<file path="src/rtl/two_axis_stepper_move_sequencer_macros.svh">
// Assertion macros shared by the move sequencer RTL.
// Needs a clock named i_clk and an active-low reset named i_rst_n in scope.
`ifndef TWO_AXIS_STEPPER_MOVE_SEQUENCER_MACROS_SVH
`define TWO_AXIS_STEPPER_MOVE_SEQUENCER_MACROS_SVH

// Property that must hold at every clock edge outside reset.
`define TASMS_ASSERT_ALWAYS(label, prop, msg) \
    label: assert property (@(posedge i_clk) disable iff (!i_rst_n) (prop)) else $error(msg);

// Implication checked in the same cycle.
`define TASMS_ASSERT_IMPL(label, ante, cons, msg) \
    label: assert property (@(posedge i_clk) disable iff (!i_rst_n) (ante) |-> (cons)) \
        else $error(msg);

`endif

</file>
<file path="src/rtl/tasms_pkg.sv">
// Types, constants and helper functions for the two-axis move sequencer.
// No dependencies; used by tasms_core and the top level.
package tasms_pkg;

    localparam int POS_W      = 8;
    localparam int STEPS_W    = 12;
    localparam int SPM_W      = 4;
    localparam int REQ_W      = 2;
    localparam int COIL_W     = 4;
    localparam int COIL_IDX_W = 3;
    localparam int COIL_DEPTH = 8;

    localparam int PHASE_COUNT_DEF   = 8;
    localparam logic [SPM_W-1:0] SPM_RESET = 4'd5;

    // Request codes; the unused code behaves as a tick.
    localparam logic [REQ_W-1:0] REQ_GOTO = 2'd1;
    localparam logic [REQ_W-1:0] REQ_HOME = 2'd2;

    typedef enum logic [1:0] {
        ST_IDLE = 2'd0,
        ST_LEG1 = 2'd1,
        ST_LEG2 = 2'd2
    } t_stage;

    typedef struct packed {
        logic [POS_W-1:0]   pos_x;
        logic [POS_W-1:0]   pos_y;
        logic [POS_W-1:0]   pend_x;
        logic [POS_W-1:0]   pend_y;
        logic [STEPS_W-1:0] steps_left;
        t_stage             stage;
        logic               step_up;
        logic               active_axis;
        logic               order_home;
    } t_seq_state;

    typedef struct packed {
        logic              step_valid;
        logic              axis_sel;
        logic [COIL_W-1:0] coil_pattern;
        logic              move_done;
        logic              cmd_accepted;
        logic              busy_res;
    } t_result;

    // Half-step coil table.
    function automatic logic [COIL_W-1:0] f_coil(input logic [COIL_IDX_W-1:0] idx);
        logic [COIL_W-1:0] pat;
        case (idx)
            3'd0:    pat = 4'hE;
            3'd1:    pat = 4'hC;
            3'd2:    pat = 4'hD;
            3'd3:    pat = 4'h9;
            3'd4:    pat = 4'hB;
            3'd5:    pat = 4'h3;
            3'd6:    pat = 4'h7;
            3'd7:    pat = 4'h6;
            default: pat = 4'hE;
        endcase
        return pat;
    endfunction

    // Load one leg: distance times step ratio, direction, and commit the target position.
    function automatic t_seq_state f_load_leg(input t_seq_state s, input logic axis,
                                              input logic [SPM_W-1:0] spm);
        t_seq_state         r;
        logic [POS_W-1:0]   pos;
        logic [POS_W-1:0]   tgt;
        logic [POS_W-1:0]   span;
        r   = s;
        pos = axis ? s.pos_x  : s.pos_y;
        tgt = axis ? s.pend_x : s.pend_y;
        if (pos < tgt) begin
            span      = tgt - pos;
            r.step_up = 1'b1;
        end else begin
            span      = pos - tgt;
            r.step_up = 1'b0;
        end
        r.steps_left = STEPS_W'(span) * STEPS_W'(spm);
        if (axis) begin
            r.pos_x = tgt;
        end else begin
            r.pos_y = tgt;
        end
        r.active_axis = axis;
        return r;
    endfunction

    // Start the second leg; drop to idle if it has no steps.
    function automatic t_seq_state f_second_leg(input t_seq_state s,
                                                input logic [SPM_W-1:0] spm);
        t_seq_state r;
        r       = s;
        r.stage = ST_LEG2;
        r       = f_load_leg(r, ~s.order_home, spm);
        if (r.steps_left == '0) begin
            r.stage = ST_IDLE;
        end
        return r;
    endfunction

endpackage

</file>
<file path="src/rtl/tasms_core.sv">
// Per-item sequencer logic: next move state, next phase index and the result item.
// Depends on tasms_pkg.
module tasms_core #(
    parameter int PHASE_COUNT = tasms_pkg::PHASE_COUNT_DEF,
    parameter int PHASE_W     = $clog2(PHASE_COUNT)
) (
    input  tasms_pkg::t_seq_state          i_st,
    input  logic [PHASE_W-1:0]             i_phase,
    input  logic [tasms_pkg::SPM_W-1:0]    i_spm,
    input  logic [tasms_pkg::REQ_W-1:0]    i_req,
    input  logic [tasms_pkg::POS_W-1:0]    i_tgt_x,
    input  logic [tasms_pkg::POS_W-1:0]    i_tgt_y,
    output tasms_pkg::t_seq_state          o_st,
    output logic [PHASE_W-1:0]             o_phase,
    output tasms_pkg::t_result             o_res
);
    import tasms_pkg::*;

    localparam logic [PHASE_W-1:0] PHASE_MAX = PHASE_W'(PHASE_COUNT - 1);

    logic busy;
    logic is_cmd;

    assign busy   = (i_st.stage != ST_IDLE);
    assign is_cmd = (i_req inside {REQ_GOTO, REQ_HOME});

    // Next state
    always_comb begin
        o_st    = i_st;
        o_phase = i_phase;
        if (is_cmd) begin
            if (!busy) begin
                if (i_req == REQ_GOTO) begin
                    o_st.pend_x     = i_tgt_x;
                    o_st.pend_y     = i_tgt_y;
                    o_st.order_home = 1'b0;
                end else begin
                    o_st.pend_x     = '0;
                    o_st.pend_y     = '0;
                    o_st.order_home = 1'b1;
                end
                o_st.stage = ST_LEG1;
                // home drives X first, goto drives Y first
                o_st = f_load_leg(o_st, o_st.order_home, i_spm);
                if (o_st.steps_left == '0) begin
                    o_st = f_second_leg(o_st, i_spm);
                end
            end
        end else if (busy) begin
            if (i_st.step_up) begin
                o_phase = (i_phase == '0) ? PHASE_MAX : i_phase - 1'b1;
            end else begin
                o_phase = (i_phase == PHASE_MAX) ? '0 : i_phase + 1'b1;
            end
            if (o_st.steps_left != '0) begin
                o_st.steps_left = o_st.steps_left - 1'b1;
            end
            if (o_st.steps_left == '0) begin
                if (i_st.stage == ST_LEG1) begin
                    o_st = f_second_leg(o_st, i_spm);
                end else begin
                    o_st.stage = ST_IDLE;
                end
            end
        end
    end

    // Result item
    always_comb begin
        o_res              = '0;
        o_res.cmd_accepted = is_cmd && !busy;
        o_res.busy_res     = (o_st.stage != ST_IDLE);
        if (!is_cmd && busy) begin
            o_res.step_valid   = 1'b1;
            o_res.axis_sel     = i_st.active_axis;
            o_res.coil_pattern = f_coil(COIL_IDX_W'(i_phase));
            o_res.move_done    = (o_st.stage == ST_IDLE);
        end
    end

endmodule

</file>
<file path="src/rtl/two_axis_stepper_move_sequencer.sv">
// Top level of the two-axis stepper move sequencer: input register, sequencer
// logic (tasms_core) and output register. Depends on tasms_pkg and the macro header.
//
// Usage:
//   Input stream s_axis_*: one request per transfer. tuser carries the request
//   kind (tick, goto, home); tdata carries target X (low byte) and Y (high byte).
//   Output stream m_axis_*: exactly one result per request, in order. tuser is
//   the axis select; tdata holds step valid, coil pattern, move done, command
//   accepted and busy flags.
//   i_cfg_we / i_cfg_wdata write the steps-per-mm ratio; write only while idle.
// Timing:
//   A request taken at one edge lands in the input register, is evaluated there and
//   moves on to the output register, which drives m_axis. One request per
//   cycle is sustained: the input register advances whenever the output
//   register is empty or is being read in the same cycle.
//   When the receiver stalls, the output register holds, the input register
//   fills, and then s_axis_tready drops until the output is taken.
// Reset (synchronous, active low): both registers empty, positions and phase
//   zero, no move in progress, steps-per-mm back to 5.
`include "two_axis_stepper_move_sequencer_macros.svh"

module two_axis_stepper_move_sequencer #(
    parameter int PHASE_COUNT = tasms_pkg::PHASE_COUNT_DEF
) (
    input  logic                        i_clk,
    input  logic                        i_rst_n,
    input  logic                        i_cfg_we,
    input  logic [tasms_pkg::SPM_W-1:0] i_cfg_wdata,
    input  logic                        s_axis_tvalid,
    output logic                        s_axis_tready,
    input  logic [15:0]                 s_axis_tdata,   // [7:0] target_x, [15:8] target_y
    input  logic [1:0]                  s_axis_tuser,   // [1:0] req_type
    output logic                        m_axis_tvalid,
    input  logic                        m_axis_tready,
    // [0] step_valid, [4:1] coil_pattern, [5] move_done, [6] cmd_accepted, [7] busy_res
    output logic [7:0]                  m_axis_tdata,
    output logic [0:0]                  m_axis_tuser    // [0] axis_sel
);
    import tasms_pkg::*;

    localparam int PHASE_W = $clog2(PHASE_COUNT);

    logic                 r_in_valid;
    logic [REQ_W-1:0]     r_in_req;
    logic [POS_W-1:0]     r_in_x;
    logic [POS_W-1:0]     r_in_y;

    t_seq_state           r_st;
    t_seq_state           n_st;
    logic [PHASE_W-1:0]   r_phase;
    logic [PHASE_W-1:0]   n_phase;
    logic [SPM_W-1:0]     r_spm;

    logic                 r_out_valid;
    t_result              r_out;
    t_result              n_out;

    logic                 advance;

    assign advance       = r_in_valid && (!r_out_valid || m_axis_tready);
    assign s_axis_tready = !r_in_valid || advance;

    tasms_core #(
        .PHASE_COUNT (PHASE_COUNT),
        .PHASE_W     (PHASE_W)
    ) u_core (
        .i_st    (r_st),
        .i_phase (r_phase),
        .i_spm   (r_spm),
        .i_req   (r_in_req),
        .i_tgt_x (r_in_x),
        .i_tgt_y (r_in_y),
        .o_st    (n_st),
        .o_phase (n_phase),
        .o_res   (n_out)
    );

    always_ff @(posedge i_clk) begin
        if (!i_rst_n) begin
            r_spm <= SPM_RESET;
        end else if (i_cfg_we) begin
            r_spm <= i_cfg_wdata;
        end
    end

    // Input register: refill on every transfer, empty once its item moves on.
    always_ff @(posedge i_clk) begin
        if (!i_rst_n) begin
            r_in_valid <= 1'b0;
        end else if (s_axis_tvalid && s_axis_tready) begin
            r_in_valid <= 1'b1;
        end else if (advance) begin
            r_in_valid <= 1'b0;
        end
    end

    always_ff @(posedge i_clk) begin
        if (s_axis_tvalid && s_axis_tready) begin
            r_in_req <= s_axis_tuser;
            r_in_x   <= s_axis_tdata[7:0];
            r_in_y   <= s_axis_tdata[15:8];
        end
    end

    // Move state commits only when the item's result is captured.
    always_ff @(posedge i_clk) begin
        if (!i_rst_n) begin
            r_st    <= '{stage: ST_IDLE, default: '0};
            r_phase <= '0;
        end else if (advance) begin
            r_st    <= n_st;
            r_phase <= n_phase;
        end
    end

    always_ff @(posedge i_clk) begin
        if (!i_rst_n) begin
            r_out_valid <= 1'b0;
        end else if (advance) begin
            r_out_valid <= 1'b1;
        end else if (m_axis_tready) begin
            r_out_valid <= 1'b0;
        end
    end

    always_ff @(posedge i_clk) begin
        if (advance) begin
            r_out <= n_out;
        end
    end

    assign m_axis_tvalid   = r_out_valid;
    assign m_axis_tuser[0] = r_out.axis_sel;
    assign m_axis_tdata    = {r_out.busy_res, r_out.cmd_accepted, r_out.move_done,
                              r_out.coil_pattern, r_out.step_valid};

    `TASMS_ASSERT_IMPL(a_busy_has_steps, r_st.stage != ST_IDLE, r_st.steps_left != '0,
        "move in progress with no steps left")
    `TASMS_ASSERT_ALWAYS(a_phase_range, r_phase <= PHASE_W'(PHASE_COUNT - 1),
        "phase index out of range")
    `TASMS_ASSERT_IMPL(a_step_not_cmd, r_out_valid, !(r_out.step_valid && r_out.cmd_accepted),
        "result both steps and accepts a command")
    `TASMS_ASSERT_IMPL(a_done_ends_move, r_out_valid && r_out.move_done,
        r_out.step_valid && !r_out.busy_res, "move done while still busy or without a step")
    `TASMS_ASSERT_IMPL(a_stall_cause, !s_axis_tready, r_out_valid && !m_axis_tready,
        "input stalled while output is free")

endmodule

</file>
<file path="config.mk">
export PLATFORM = sky130hd
export DESIGN_NAME = two_axis_stepper_move_sequencer
export DESIGN_NICKNAME = d
export VERILOG_FILES = /design/src/rtl/tasms_pkg.sv /design/src/rtl/tasms_core.sv /design/src/rtl/two_axis_stepper_move_sequencer.sv
export VERILOG_INCLUDE_DIRS = /design/src /design/src/rtl
export SDC_FILE = /design/constraint.sdc
export NUM_CORES = 1
export LEC_CHECK = 0
export BUFFER_PORTS_ARGS = -buffer_cell sky130_fd_sc_hd__clkbuf_2
export CAP_MARGIN = 20
export CORE_ASPECT_RATIO = 1.25
export CORE_MARGIN = 2
export CORE_UTILIZATION = 60
export CTS_BUF_LIST = sky130_fd_sc_hd__clkbuf_8
export DETAILED_ROUTE_END_ITERATION = 7
export PLACE_DENSITY = 0.78
export SLEW_MARGIN = 20
export SYNTH_ARGS = -nofsm -noshare
export SYNTH_HDL_FRONTEND = slang
export SYNTH_SLANG_ARGS = --single-unit
</file>
<file path="constraint.sdc">
create_clock -name i_clk -period 23.7 [get_ports i_clk]
set_clock_uncertainty 0.05 [all_clocks]
set_input_delay 4.74 -clock i_clk [delete_from_list [all_inputs] [get_ports i_clk]]
set_output_delay 4.74 -clock i_clk [all_outputs]
set_load 0.01 [all_outputs]
</file>
==> results.yml <==
pwr:
  pwr-share-seq: 0.254
  clockPowerShare: 0.148
  peakVddDrop_v: 0.00004128
  swShare: 0.4747
  p_comb_frac: 0.598
  powerDensity_nw_per_um2: 61.88
  leakage_nw: 4.857
  switchingPower_mw: 0.3233
  p_total_mw: 0.6812
  p_int_mw: 0.3578
sta:
  slew_headroom: 0.3358
  fin_ws_ns: 13.66
  finalSetupViolations: 0
  hold_ws_ns: 0.4129
  tightest_slew_ns: 0.9926
  fmax_ghz: 0.09962
  drv_slew: 0
  grt_setup_unrepaired: "false"
  fin_crit_ns: 10.04
  finalSetupTns_ns: 0
  hold_viol: 0
  min_period_over_period: 0.4235
synth:
  synth-edff-count: 27
  postSynthNetCount: 1482
  syn_inst: 1312
  synthTopCellsByArea: "ha_1 (12%), dfxtp_1 (12%), fa_1 (8.0%), edfxtp_1 (7.7%), mux2i_1 (4.8%)"
  yosysWarnings: 0
  dominantRegCellSynth: "dfxtp_1"
  synth_seq_cells: 89
  synth.distinct_cells: 82
  syn_avg_cell_area_um2: 8.017
  ys_seq_area_frac: 0.1951
  synthesis.area_um2: 10520
  synth_top_area_cell: "ha_1"
  synth_top_area_share: 0.1201
  synthArstFlopShare: 0
floorplanning:
  die-height_um: 152.0
  die_area_um2: 18610
  design.core.area_um2: 17300
  fp.dieW_um: 122.4
  ios: 38
  start_util: 0.6081
  row_count: 54
global_routing:
  grt_pass1_vias: 9585
  grt_pass1_wl_mm: 47.16
  gr-total-overflow: 0
  grt_max_degree: 53
  grt_usage: 0.3190
  antenna_found_initial: 0
setup_path:
  path_class: "input port to primary output"
  crit_start: "m_axis_tready"
  reg2reg_from: "r_in_req[1]$_DFFE_PP_"
  worst_setup_path_end_kind: "primary output"
  startpoint_type: "input port"
  cp.arrival_ns: 5.25
  crit_required_ns: 18.91
  path_max_fanout: 4
clocking:
  clock_latency_ns: 0.40
  clockBufferDepth: 2
  htreeDepth: 3
  cts_sinks: 89
  hold_buffers: 0
  cts_tree: "yes"
  path_clk_slew_ns: 0.09
  root_buffer: "clkbuf_8"
  cts_buffers: 9
  postCtsSetupRepairBufs: 0
  post_cts_resized: 0
final_layout:
  mostFrequentLayoutCells: "inv_1 (128), nand2_1 (120), ha_1 (100), nor2_1 (89), o21ai_0 (73)"
  fillers: 1583
  area_growth_pct: 4.651
  post-route-cell-area_um2: 11010
  final_cell_count_no_fill: 1540
  nNetsFinal: 1481
  utilization: 0.6364
  drive_gt1_frac: 0.08739
  antennaDiodeCount: 0
  layout_commonest_cell: "inv_1"
drt:
  routed_wirelength_mm: 28.86
  vias: 9866
  wl_per_cell_um: 18.74
  dr.first_iter.drc_count: 743
  vias_per_cell: 6.406
  drc_errors: 0
  postRouteAntennaNets: 0
  drt_first_pass_iters: 5
placed_design:
  dp_cells: 1524
  place_area_um2: 10820
  routabilityCongestion: 0.9588
  buffer_ports.inserted: 37
  hpwl_mm: 22.34
  place_ws_ns: 13.66
worst_hold_path:
  hp-class: "flip-flop to flip-flop"
  min-delay-start: "r_st[25]$_SDFFE_PN0P_"
outcome:
  status: "finished clean"
job:
  max_cap_viol_count: 0
-- logic make-up after synthesis --
logic type      after synthesis  share of synthesized area
simple gates                468                     0.2315
compound gates              323                     0.2103
buf+inv                     188                    0.06887
fa+ha+maj                   144                     0.2010
flops                        89                     0.1951
mux                          67                    0.06578
xor+xnor                     33                    0.02748
-- per-layer routing --
metal,up-vias,share of wire,wire [um],track usage
met4,0,0.058,1678,0.1905
met2,396,0.48,13940,0.5397
li1,4684,-,-,-
met5,-,0,0,0
met1,4679,0.40,11480,0.3769
met3,107,0.061,1756,0.04655
-- Yosys cell counts, types with 12 or more instances --
cell type,instances
nor2b_1,26
a211oi_1,30
o211ai_1,16
dfxtp_1,62
xnor2_1,17
and2_1,42
clkbuf_1,42
xor2_1,16
nor4_1,14
o21a_1,12
nor3_1,31
a21o_1,13
edfxtp_1,27
nand3_1,49
nand2_1,120
fa_1,42
o21ai_0,73
mux2_2,17
nand2b_1,21
a21oi_1,67
inv_1,127
ha_1,101
nor2_1,89
mux2i_1,50
-- worst max-delay path: stages --
cell      delay (ns)
clkbuf_2        0.08
nor2b_1         0.20
nand2_1         0.10
clkbuf_2        0.13
-- power by group through the flow --
stage               sequential [mW]  combinational, mW  clock (mW)
floorplan                     0.173              0.308           0
global placement              0.176              0.389           0
detailed placement            0.176              0.398           0
CTS                           0.173              0.400       0.101
global route                  0.174              0.453       0.107
finish                        0.173              0.407       0.101
-- path summary, 6_finish.rpt --
kind,depth (start not counted),to,slack (ns)
min,2,r_st[25]$_SDFFE_PN0P_,0.41
max reg2reg,27,r_st[42]$_SDFFE_PN0P_,14.32
min reg2reg,2,r_st[25]$_SDFFE_PN0P_,0.41
max,4,s_axis_tready,13.66
-- flip-flops by register name (all words and copies together), names as in the netlist, named ones only --
signal / cells
m_axis_tdata: 8
r_in_x: 8
m_axis_tvalid: 1
r_spm: 4
r_in_req: 2
m_axis_tuser: 1
r_in_valid: 1
r_in_y: 8
r_st: 49
r_phase: 3
-- final cells by class --
type                    instances  area (um^2)  share of cell area
inverters                     129        484.2             0.04399
multi-input cells            1035         7751              0.7041
repair buffers                 47        260.3             0.02364
clock inverters                 6        42.54            0.003864
well taps                     224        280.3             0.02546
flip-flops and latches         89         2052              0.1864
clock buffers                  10        137.6             0.01250
Note: power is estimated with default switching activity, not from simulation.
